### config.mk
export PLATFORM = sky130hd
export DESIGN_NAME = motor_command_packet_framer_flat
export DESIGN_NICKNAME = d
export VERILOG_FILES = /design/src/rtl/mcpf_pkg.sv /design/src/rtl/mcpf_if.sv /design/src/rtl/mcpf_cfg_regs.sv /design/src/rtl/mcpf_decode.sv /design/src/rtl/mcpf_crc_stage.sv /design/src/rtl/mcpf_serializer.sv /design/src/rtl/motor_command_packet_framer.sv /design/src/flat_wrapper.sv
export SDC_FILE = /design/constraint.sdc
export NUM_CORES = 1
export LEC_CHECK = 0
export ABC_AREA = 1
export CORE_UTILIZATION = 50
export DETAILED_ROUTE_END_ITERATION = 10
export DONT_BUFFER_PORTS = 1
export PLACE_DENSITY = 0.72
export SLEW_MARGIN = 20
export SYNTH_ARGS = -nofsm -noshare
export SYNTH_HDL_FRONTEND = slang
export SYNTH_SLANG_ARGS = --single-unit
export TNS_END_PERCENT = 10
### constraint.sdc
create_clock -name clk -period 5.18 [get_ports clk]
set_clock_uncertainty 0.15 [all_clocks]
set_input_delay 0.777 -clock clk [delete_from_list [all_inputs] [get_ports clk]]
set_output_delay 0.777 -clock clk [all_outputs]
set_load 0.02 [all_outputs]
### src/rtl/mcpf_pkg.sv
`default_nettype none

package mcpf_pkg;

    localparam int unsigned PKT_LEN = 5;
    localparam int unsigned IDX_W   = $clog2(PKT_LEN);

    localparam logic [15:0] CRC_POLY = 16'h1021;
    localparam logic [15:0] CRC_INIT = 16'h0000;

    localparam logic [7:0] FRONT_ADDRESS_RST    = 8'd128;
    localparam logic [7:0] BACK_ADDRESS_RST     = 8'd129;
    localparam logic [7:0] RIGHT_CMD_OFFSET_RST = 8'd4;
    localparam logic [7:0] SPEED_MASK_RST       = 8'h7F;

    typedef enum logic [1:0] {
        REG_FRONT_ADDRESS    = 2'd0,
        REG_BACK_ADDRESS     = 2'd1,
        REG_RIGHT_CMD_OFFSET = 2'd2,
        REG_SPEED_MASK       = 2'd3
    } mcpf_reg_idx_t;

    typedef struct packed {
        logic [7:0] front_address;
        logic [7:0] back_address;
        logic [7:0] right_cmd_offset;
        logic [7:0] speed_mask;
    } mcpf_cfg_t;

    // One command on its way through the pipeline
    typedef struct packed {
        logic        err;
        logic [7:0]  addr;
        logic [7:0]  cmd;
        logic [7:0]  spd;
        logic [15:0] crc;
    } mcpf_item_t;

    // CRC-16/XMODEM update by one byte, MSB first
    function automatic logic [15:0] mcpf_crc_byte(input logic [15:0] crc_in,
                                                  input logic [7:0]  b);
        logic [15:0] c;
        c = crc_in ^ {b, 8'h00};
        for (int k = 0; k < 8; k++) begin
            if (c[15])
                c = {c[14:0], 1'b0} ^ CRC_POLY;
            else
                c = {c[14:0], 1'b0};
        end
        return c;
    endfunction

endpackage

`default_nettype wire

### src/rtl/mcpf_if.sv
`default_nettype none

interface mcpf_cmd_if;
    logic       valid;
    logic       ready;
    logic [1:0] position;
    logic [7:0] direction;
    logic [7:0] speed;

    modport source (output valid, position, direction, speed, input ready);
    modport sink   (input valid, position, direction, speed, output ready);
endinterface

interface mcpf_byte_if;
    logic       valid;
    logic       ready;
    logic [7:0] out_byte;
    logic       last;
    logic       error;

    modport source (output valid, out_byte, last, error, input ready);
    modport sink   (input valid, out_byte, last, error, output ready);
endinterface

interface mcpf_cfg_if;
    logic       valid;
    logic       ready;
    logic [1:0] index;
    logic [7:0] data;

    modport source (output valid, index, data, input ready);
    modport sink   (input valid, index, data, output ready);
endinterface

`default_nettype wire

### src/rtl/mcpf_cfg_regs.sv
`default_nettype none

module mcpf_cfg_regs
    import mcpf_pkg::*;
(
    input  wire logic       clk,
    input  wire logic       rst_n,
    input  wire logic       wr_en,
    input  wire logic [1:0] wr_index,
    input  wire logic [7:0] wr_data,
    output mcpf_cfg_t       cfg
);

    mcpf_cfg_t cfg_reg;
    mcpf_cfg_t cfg_next;

    always_comb
    begin
        cfg_next = cfg_reg;
        if (wr_en)
        begin
            unique case (mcpf_reg_idx_t'(wr_index))
                REG_FRONT_ADDRESS:    cfg_next.front_address    = wr_data;
                REG_BACK_ADDRESS:     cfg_next.back_address     = wr_data;
                REG_RIGHT_CMD_OFFSET: cfg_next.right_cmd_offset = wr_data;
                REG_SPEED_MASK:       cfg_next.speed_mask       = wr_data;
                default:              cfg_next = cfg_reg;
            endcase
        end
    end

    always_ff @(posedge clk or negedge rst_n)
    begin
        if (!rst_n)
        begin
            cfg_reg.front_address    <= FRONT_ADDRESS_RST;
            cfg_reg.back_address     <= BACK_ADDRESS_RST;
            cfg_reg.right_cmd_offset <= RIGHT_CMD_OFFSET_RST;
            cfg_reg.speed_mask       <= SPEED_MASK_RST;
        end
        else
        begin
            cfg_reg <= cfg_next;
        end
    end

    assign cfg = cfg_reg;

endmodule

`default_nettype wire

### src/rtl/mcpf_decode.sv
`default_nettype none

module mcpf_decode
    import mcpf_pkg::*;
(
    input  wire logic       clk,
    input  wire logic       rst_n,
    input  wire mcpf_cfg_t  cfg,
    input  wire logic       in_valid,
    output logic            in_ready,
    input  wire logic [1:0] position,
    input  wire logic [7:0] direction,
    input  wire logic [7:0] speed,
    output logic            out_valid,
    input  wire logic       out_ready,
    output mcpf_item_t      out_item
);

    logic       valid_reg;
    mcpf_item_t item_reg;
    mcpf_item_t item_next;

    assign in_ready = !valid_reg || out_ready;

    always_comb
    begin
        item_next.err  = |(speed & ~cfg.speed_mask);
        item_next.addr = position[1] ? cfg.back_address : cfg.front_address;
        // right-side wheels: wrap modulo 256
        item_next.cmd  = position[0] ? direction + cfg.right_cmd_offset : direction;
        item_next.spd  = speed;
        item_next.crc  = CRC_INIT;
    end

    always_ff @(posedge clk or negedge rst_n)
    begin
        if (!rst_n)
            valid_reg <= 1'b0;
        else if (in_ready)
            valid_reg <= in_valid;
    end

    always_ff @(posedge clk)
    begin
        if (in_ready && in_valid)
            item_reg <= item_next;
    end

    assign out_valid = valid_reg;
    assign out_item  = item_reg;

endmodule

`default_nettype wire

### src/rtl/mcpf_crc_stage.sv
`default_nettype none

module mcpf_crc_stage
    import mcpf_pkg::*;
(
    input  wire logic       clk,
    input  wire logic       rst_n,
    input  wire logic       in_valid,
    output logic            in_ready,
    input  wire mcpf_item_t in_item,
    input  wire logic [7:0] fold_byte,
    output logic            out_valid,
    input  wire logic       out_ready,
    output mcpf_item_t      out_item
);

    logic       valid_reg;
    mcpf_item_t item_reg;
    mcpf_item_t item_next;

    assign in_ready = !valid_reg || out_ready;

    always_comb
    begin
        item_next     = in_item;
        item_next.crc = mcpf_crc_byte(in_item.crc, fold_byte);
    end

    always_ff @(posedge clk or negedge rst_n)
    begin
        if (!rst_n)
            valid_reg <= 1'b0;
        else if (in_ready)
            valid_reg <= in_valid;
    end

    always_ff @(posedge clk)
    begin
        if (in_ready && in_valid)
            item_reg <= item_next;
    end

    assign out_valid = valid_reg;
    assign out_item  = item_reg;

endmodule

`default_nettype wire

### src/rtl/mcpf_serializer.sv
`default_nettype none

module mcpf_serializer
    import mcpf_pkg::*;
(
    input  wire logic       clk,
    input  wire logic       rst_n,
    input  wire logic       in_valid,
    output logic            in_ready,
    input  wire mcpf_item_t in_item,
    output logic            out_valid,
    input  wire logic       out_ready,
    output logic [7:0]      out_byte,
    output logic            out_last,
    output logic            out_error
);

    localparam logic [IDX_W-1:0] LAST_IDX = IDX_W'(PKT_LEN - 1);

    logic             valid_reg;
    logic             valid_next;
    logic [IDX_W-1:0] idx_reg;
    logic [IDX_W-1:0] idx_next;
    mcpf_item_t       item_reg;
    logic             load;
    logic             at_last;

    assign at_last  = item_reg.err || (idx_reg == LAST_IDX);
    // take the next packet once the final byte of this one goes out
    assign in_ready = !valid_reg || (out_ready && at_last);
    assign load     = in_ready && in_valid;

    always_comb
    begin
        valid_next = valid_reg;
        idx_next   = idx_reg;
        if (in_ready)
        begin
            valid_next = in_valid;
            idx_next   = '0;
        end
        else if (out_ready)
        begin
            idx_next = idx_reg + 1'b1;
        end
    end

    always_ff @(posedge clk or negedge rst_n)
    begin
        if (!rst_n)
        begin
            valid_reg <= 1'b0;
            idx_reg   <= '0;
        end
        else
        begin
            valid_reg <= valid_next;
            idx_reg   <= idx_next;
        end
    end

    always_ff @(posedge clk)
    begin
        if (load)
            item_reg <= in_item;
    end

    always_comb
    begin
        case (idx_reg)
            IDX_W'(0): out_byte = item_reg.addr;
            IDX_W'(1): out_byte = item_reg.cmd;
            IDX_W'(2): out_byte = item_reg.spd;
            IDX_W'(3): out_byte = item_reg.crc[15:8];
            default:   out_byte = item_reg.crc[7:0];
        endcase
        if (item_reg.err)
            out_byte = 8'h00;
    end

    assign out_valid = valid_reg;
    assign out_last  = at_last;
    assign out_error = item_reg.err;

endmodule

`default_nettype wire

### src/rtl/motor_command_packet_framer.sv
`default_nettype none

// Motor command packet framer. Each command on cmd becomes five bytes on pkt:
// controller address, command, speed and the CRC-16/XMODEM of those three,
// high byte first, with last on the fifth; a speed outside speed_mask gives
// one byte of 0 with last and error set instead. Commands pass a four-stage
// pipeline (decode, then one CRC byte per stage) and then the serialiser
// register before the first byte of a packet appears. cmd is taken every
// cycle while the pipeline has room; the byte-wide output serialiser takes a
// new command only once the last byte of the current packet goes out (one
// per cycle for error results while pkt.ready is high). Configuration writes
// on cfg are always taken and must be made while no command is in flight.
module motor_command_packet_framer
    import mcpf_pkg::*;
(
    input  wire logic clk,
    input  wire logic rst_n,
    mcpf_cmd_if.sink  cmd,
    mcpf_byte_if.source pkt,
    mcpf_cfg_if.sink  cfg
);

    mcpf_cfg_t  cfg_q;

    logic       dec_valid;
    logic       dec_ready;
    mcpf_item_t dec_item;
    logic       crc0_valid;
    logic       crc0_ready;
    mcpf_item_t crc0_item;
    logic       crc1_valid;
    logic       crc1_ready;
    mcpf_item_t crc1_item;
    logic       crc2_valid;
    logic       crc2_ready;
    mcpf_item_t crc2_item;

    assign cfg.ready = 1'b1;

    mcpf_cfg_regs u_cfg (
        .clk      (clk),
        .rst_n    (rst_n),
        .wr_en    (cfg.valid),
        .wr_index (cfg.index),
        .wr_data  (cfg.data),
        .cfg      (cfg_q)
    );

    mcpf_decode u_decode (
        .clk       (clk),
        .rst_n     (rst_n),
        .cfg       (cfg_q),
        .in_valid  (cmd.valid),
        .in_ready  (cmd.ready),
        .position  (cmd.position),
        .direction (cmd.direction),
        .speed     (cmd.speed),
        .out_valid (dec_valid),
        .out_ready (dec_ready),
        .out_item  (dec_item)
    );

    mcpf_crc_stage u_crc_addr (
        .clk       (clk),
        .rst_n     (rst_n),
        .in_valid  (dec_valid),
        .in_ready  (dec_ready),
        .in_item   (dec_item),
        .fold_byte (dec_item.addr),
        .out_valid (crc0_valid),
        .out_ready (crc0_ready),
        .out_item  (crc0_item)
    );

    mcpf_crc_stage u_crc_cmd (
        .clk       (clk),
        .rst_n     (rst_n),
        .in_valid  (crc0_valid),
        .in_ready  (crc0_ready),
        .in_item   (crc0_item),
        .fold_byte (crc0_item.cmd),
        .out_valid (crc1_valid),
        .out_ready (crc1_ready),
        .out_item  (crc1_item)
    );

    mcpf_crc_stage u_crc_spd (
        .clk       (clk),
        .rst_n     (rst_n),
        .in_valid  (crc1_valid),
        .in_ready  (crc1_ready),
        .in_item   (crc1_item),
        .fold_byte (crc1_item.spd),
        .out_valid (crc2_valid),
        .out_ready (crc2_ready),
        .out_item  (crc2_item)
    );

    mcpf_serializer u_ser (
        .clk       (clk),
        .rst_n     (rst_n),
        .in_valid  (crc2_valid),
        .in_ready  (crc2_ready),
        .in_item   (crc2_item),
        .out_valid (pkt.valid),
        .out_ready (pkt.ready),
        .out_byte  (pkt.out_byte),
        .out_last  (pkt.last),
        .out_error (pkt.error)
    );

    // an error result is always a single, empty byte
    a_err_single: assert property (@(posedge clk) disable iff (!rst_n)
        pkt.valid && pkt.error |-> pkt.last && (pkt.out_byte == 8'h00))
        else $error("error result not a lone zero byte");

    // a packet never breaks off in the middle
    a_pkt_contiguous: assert property (@(posedge clk) disable iff (!rst_n)
        pkt.valid && pkt.ready && !pkt.last |=> pkt.valid && !pkt.error)
        else $error("packet interrupted before its last byte");

    // the last stage only hands over while the output is free or finishing
    a_ser_handover: assert property (@(posedge clk) disable iff (!rst_n)
        crc2_valid && crc2_ready |-> !pkt.valid || (pkt.ready && pkt.last))
        else $error("serialiser loaded over an unfinished packet");

endmodule

`default_nettype wire
### src/flat_wrapper.sv
// flat-port wrapper written by rule: the top's interface ports become plain ports
module motor_command_packet_framer_flat import mcpf_pkg::*;
  (clk, rst_n, cmd_valid, cmd_position, cmd_direction, cmd_speed, cmd_ready, pkt_valid, pkt_out_byte, pkt_last, pkt_error, pkt_ready, cfg_valid, cfg_index, cfg_data, cfg_ready);
  mcpf_cmd_if cmd_i ();
  mcpf_byte_if pkt_i ();
  mcpf_cfg_if cfg_i ();
  input  wire logic clk;
  input  wire logic rst_n;
  input wire logic [$bits(cmd_i.valid)-1:0] cmd_valid;
  input wire logic [$bits(cmd_i.position)-1:0] cmd_position;
  input wire logic [$bits(cmd_i.direction)-1:0] cmd_direction;
  input wire logic [$bits(cmd_i.speed)-1:0] cmd_speed;
  output wire logic [$bits(cmd_i.ready)-1:0] cmd_ready;
  output wire logic [$bits(pkt_i.valid)-1:0] pkt_valid;
  output wire logic [$bits(pkt_i.out_byte)-1:0] pkt_out_byte;
  output wire logic [$bits(pkt_i.last)-1:0] pkt_last;
  output wire logic [$bits(pkt_i.error)-1:0] pkt_error;
  input wire logic [$bits(pkt_i.ready)-1:0] pkt_ready;
  input wire logic [$bits(cfg_i.valid)-1:0] cfg_valid;
  input wire logic [$bits(cfg_i.index)-1:0] cfg_index;
  input wire logic [$bits(cfg_i.data)-1:0] cfg_data;
  output wire logic [$bits(cfg_i.ready)-1:0] cfg_ready;
  assign cmd_i.valid = cmd_valid;
  assign cmd_i.position = cmd_position;
  assign cmd_i.direction = cmd_direction;
  assign cmd_i.speed = cmd_speed;
  assign cmd_ready = cmd_i.ready;
  assign pkt_valid = pkt_i.valid;
  assign pkt_out_byte = pkt_i.out_byte;
  assign pkt_last = pkt_i.last;
  assign pkt_error = pkt_i.error;
  assign pkt_i.ready = pkt_ready;
  assign cfg_i.valid = cfg_valid;
  assign cfg_i.index = cfg_index;
  assign cfg_i.data = cfg_data;
  assign cfg_ready = cfg_i.ready;
  motor_command_packet_framer u_core (.clk(clk), .rst_n(rst_n), .cmd(cmd_i), .pkt(pkt_i), .cfg(cfg_i));
endmodule
# == Yosys cells after proc, flatten, opt, wreduce, memory -nomap -nowiden ==
# Index checks and enable logic that the tools add are counted.
# W data, S select, Z words.
# classes
n_reduce_logical,25
mux,30
n_eq_ne,7
n_bitwise,28
addsub,2
# ops
op,n
$mux W13,24
$not A3 Y3,24
$pmux W8 S4,1
$xor A16 B16 Y16,2
$mux W8,3
$add A8 B8 Y8,1
$and A8 B8 Y8,1
$not A8 Y8,1
$reduce_and A2 Y1,4
$reduce_or A8 Y1,1
$eq A3 B2 Y1 const B,2
$logic_and A1 B1 Y1,6
$logic_or A1 B1 Y1,6
$mux W3,2
$logic_not A1 Y1,5
$eq A2 B2 Y1 const B,2
$add A3 B1 Y3 const B,1
$eq A3 B1 Y1 const B,1
$eq A3 B3 Y1 const B,1
$logic_not A3 Y1,1
$eq A2 B1 Y1 const B,1
$logic_not A2 Y1,1
$reduce_bool A2 Y1,1
# word_totals
input_bits,33
reg_bits,229

# == Longest topological paths before layout ==
# logic_depth
word_depth,17
ltp_mapped,9

# == Hierarchy ==
# From an unflattened synthesis, not the netlist that was laid out.
# hier_totals
cells_unflattened,938
hier_area_um2,10316.1
# by_module_without_submodules
mod,instances,cells_each,seq_area_each_um2,area_each_um2
mcpf_crc_stage,3,164,1256.2,1815.5
mcpf_serializer,1,148,1331.3,1898.1
mcpf_decode,1,153,775.7,1510.2
mcpf_cfg_regs,1,143,814.5,1450.1
motor_command_packet_framer,1,2,0.0,11.3

# == Worst setup path before layout ==
# OpenSTA, ideal clock, no wires.
# synth_timing
path_type,in2reg
start,input port pkt_ready
end,register u_core.u_crc_spd.item_reg (netlist bit u_core.u_crc_spd.out_item[0]) (enable)
stages,4
arrival_time_ns,3.050
required_time_ns,4.577
setup_time_ns,0.453
setup_slack_ns,1.527
cell_sequence,inv_1 -> nand2_1 -> nand2_1 -> a21oi_1
# synth_between
elab_chain_cells,4
# synth_rtl
item,line_no,source
from (decl),flat_wrapper.sv:18,input wire logic [$bits(pkt_i.ready)-1:0] pkt_ready;
$logic_and A1 B1 Y1,mcpf_serializer.sv:30,assign in_ready = !valid_reg || (out_ready && at_last);
$logic_or A1 B1 Y1,mcpf_serializer.sv:30,
$logic_or A1 B1 Y1,mcpf_crc_stage.sv:21,assign in_ready = !valid_reg || out_ready;
$logic_and A1 B1 Y1,mcpf_crc_stage.sv:39,if (in_ready && in_valid)
to (signal assigned),mcpf_crc_stage.sv:40,item_reg <= item_next;
to (decl),mcpf_crc_stage.sv:18,mcpf_item_t item_reg;
# No other way between the ends.
# A chain may end at the register's enable or synchronous reset.

# == Final worst setup path ==
# layout_timing
start,register u_core.u_ser.idx_reg[0]
end,output port cmd_ready
# layout_between
elab_chain_cells,8
# layout_rtl
item,line_no,source
from (decl),mcpf_serializer.sv:22,logic [IDX_W-1:0] idx_reg;
from (signal assigned),mcpf_serializer.sv:58,idx_reg <= idx_next;
$eq A3 B3 Y1,mcpf_serializer.sv:28,assign at_last = item_reg.err || (idx_reg == LAST_IDX);
$logic_or A1 B1 Y1,mcpf_serializer.sv:28,
$logic_and A1 B1 Y1,mcpf_serializer.sv:30,
$logic_or A1 B1 Y1,mcpf_serializer.sv:30,
$logic_or A1 B1 Y1 (3 in series),mcpf_crc_stage.sv:21,
$logic_or A1 B1 Y1,mcpf_decode.sv:23,assign in_ready = !valid_reg || out_ready;
to (decl),flat_wrapper.sv:13,output wire logic [$bits(cmd_i.ready)-1:0] cmd_ready;
# No other way between the ends.

==> out/qor.yml <==
outcome: "finished, final reports clean"
cts.root.buffer_cell: "clkbuf_16"
grt_max_degree: 42
antenna_found_initial: 0
fmax_mhz: 299
crit_path_top_delay_cell: "dfrtp_1"
ioPinCount: 46
dieHeight_um: 134
fin_tns_setup_ns: 0
die_area_um2: 17900
start_kind: "register"
tightest_slew_ns: 1.00
use_met3: 0.0382
fin_util: 0.581
path_cells: "inv_1 > ha_1 > nand2_1 > nand3_1 > nand2_1 > nand4_1 > nor2_1 > inv_1"
avgViaCountPerCell: 5.00
n_antenna_cell: 0
grt_use_total: 0.159
setup_viol: 0
p_seq_frac: 0.505
leakage_nw: 3.91
crit_fanout: 6
clock_latency_ns: 0.49
worstHoldPathType: "input pin to register"
sw_frac_of_total: 0.302
final_common_cell: "edfxtp_1"
clock-sinks: 221
wl_per_cell_um: 15.0
synth_seq_cells: 221
critPathBufInv: 2
ys_seq_area_frac: 0.742
setup.worst_path.end_class: "primary output"
clock_power_share: 0.254
synth_warnings: 0
die_w_um: 134
fillers: 1300
vdd_drop_max_mv: 0.259
met2_usage: 0.290
maxCapViolations: 0
min_period_ns: 3.34
gp_congestion: 0.859
grt-ovfl-total: 0
crit_family: "simple AND/OR/NAND/NOR gates"
internal_power_mw: 4.31
rsz0062_at_grt: "no"
initial_core_util: 0.518
finalHoldViolCount: 0
drc: 0
syn_avg_cell_area_um2: 13.3
use_met1: 0.183
p_sw_mw: 1.86
power_frac_comb: 0.241
area_growth_pct: 12.1
coreArea_um2: 16800
first_global_vias: 4527
busiest_layer: "met2"
cts_made_buffers: 22
cp.arrival_ns: 2.42
cts_buffer_depth: 3
num_rows: 47
cts.htree.levels: 1
layout-drive-gt1-share: 0.0975
drtPass1Iterations: 5
netlist-cell-type-count: 29
crit_type: "register to primary output"
worstPathRequired_ns: 4.25
grt_first_pass_wirelength_mm: 22.3
drt_iter0_markers: 321
routed_wl_mm: 13.6
max_stage_delay_ns: 0.42
cts_tree: "built"
syn_inst: 653
dp_hpwl_mm: 9.88
drv_slew: 0
syn-num-nets: 699
fin_nets: 718
relSlewSlack: 0.328
vias: 4536
mostFrequentLayoutCells: "edfxtp_1 (181), nand2_1 (178), inv_1 (65), o21ai_0 (47), dfrtp_1 (29)"
final_antenna_net_count: 0
finalCritPeriodShare: 0.645
portBuffers: 0
cts_resized: 0
path_clk_slew_ns: 0.06
syn_area_um2: 8690
power.density_nw_per_um2: 634
-- cells in the mapped netlist, drive strengths merged --
cell type	count	area, um2
ha	12	150
xnor2	26	265
a21oi	15	75.1
nand2	179	674
clkbuf	6	22.5
nor2	15	56.3
nor3	1	5.00
fa	1	20.0
xor2	20	190
inv	66	248
conb	1	3.75
nand3	18	90.1
nand4	4	31.3
o22ai	4	25.0
dfstp	11	289
edfxtp	181	5440
nand3b	2	15.0
mux2	8	90.1
o21ai	47	235
clkinv	1	3.75
or2	3	18.8
buf	3	20.0
dfrtp	29	726
-- metrics by stage --
stage | worst slack [ns] | instance area (um2) | hold slack (ns) | std cells | power (mW)
6_report | 1.84 | 9740 | 0.234 | 907 | 6.18
5_1_grt | 1.66 | 9740 | 0.213 | 907 | 6.53
4_1_cts | 1.86 | 9710 | 0.219 | 906 | 6.22
3_5_place_dp | 2.29 | 8950 | 0.255 | 865 | 4.64
3_3_place_gp | 2.37 | 8950 | 0.254 | 865 | 4.55
2_1_floorplan | 1.53 | 8690 | 0.250 | 653 | 4.24
-- power by group through the flow --
stage               logic (mW)  clock network [mW]  registers, mW
floorplan                 1.16                   0           3.07
global placement          1.40                   0           3.15
detailed placement        1.47                   0           3.17
CTS                       1.48                1.60           3.13
global route              1.68                1.67           3.18
finish                    1.49                1.57           3.12
-- what timing repair did --
| item | CTS | global route |
|---|---|---|
| buffers inserted | 0 | 0 |
| endpoints found under the hold margin | 40 | 0 |
| hold buffers | 2 | 0 |
| endpoints found under the setup margin | 0 | 0 |
-- layout make-up --
| cell class | count | area [um2] | share of cell area |
|---|---|---|---|
| Sequential cell | 221 | 6450 | 0.662 |
| Multi-Input combinational cell | 356 | 1970 | 0.202 |
| Clock buffer | 24 | 579 | 0.0595 |
| Tap cell | 220 | 275 | 0.0282 |
| Inverter | 67 | 251 | 0.0258 |
| Clock inverter | 15 | 151 | 0.0155 |
| Timing Repair Buffer | 4 | 65.1 | 0.00668 |
-- final timing paths --
kind	startpoint	endpoint	slack [ns]	depth (start not counted)
worst max-delay path	u_core.u_ser.idx_reg[0]$_DFFE_PN0P_	cmd_ready	1.84	8
worst min-delay path	cmd_speed[4]	u_core.u_decode.out_item[20]$_DFFE_PP_	0.23	0
worst max register to register	u_core.u_ser.idx_reg[0]$_DFFE_PN0P_	u_core.u_ser.item_reg[14]$_DFFE_PP_	2.65	6
worst min register to register	u_core.u_decode.out_item[40]$_DFFE_PP_	u_core.u_crc_addr.out_item[40]$_DFFE_PP_	0.26	0
max in group asynchronous	rst_n	u_core.u_cfg.cfg[2]$_DFFE_PN1P_	3.98	2
min in group asynchronous	rst_n	u_core.u_crc_spd.out_valid$_DFFE_PN0P_	0.63	2
-- kinds of logic after synthesis --
| logic type | after synthesis | synth area share |
|---|---|---|
| simple gates | 222 | 0.103 |
| flops | 221 | 0.742 |
| buf+inv | 76 | 0.0338 |
| compound gates | 66 | 0.0386 |
| xor+xnor | 46 | 0.0524 |
| fa+ha+maj | 13 | 0.0196 |
| mux | 8 | 0.0104 |
| other cells | 1 | 0.000432 |
-- worst reg2reg max path: stages (launching register included) --
cell     delay, ns
dfrtp_1       0.43
inv_1         0.12
ha_1          0.19
nand2_1       0.10
nand3_1       0.09
nand2_1       0.23
nor2_4        0.84
-- layer usage --
metal  vias up  share of wire
met2       132           0.51
met1      2121           0.40
li1       2250              -
met3        33          0.056
met4         0          0.031
met5         -              0
Note: power is estimated with default switching activity, not from simulation.
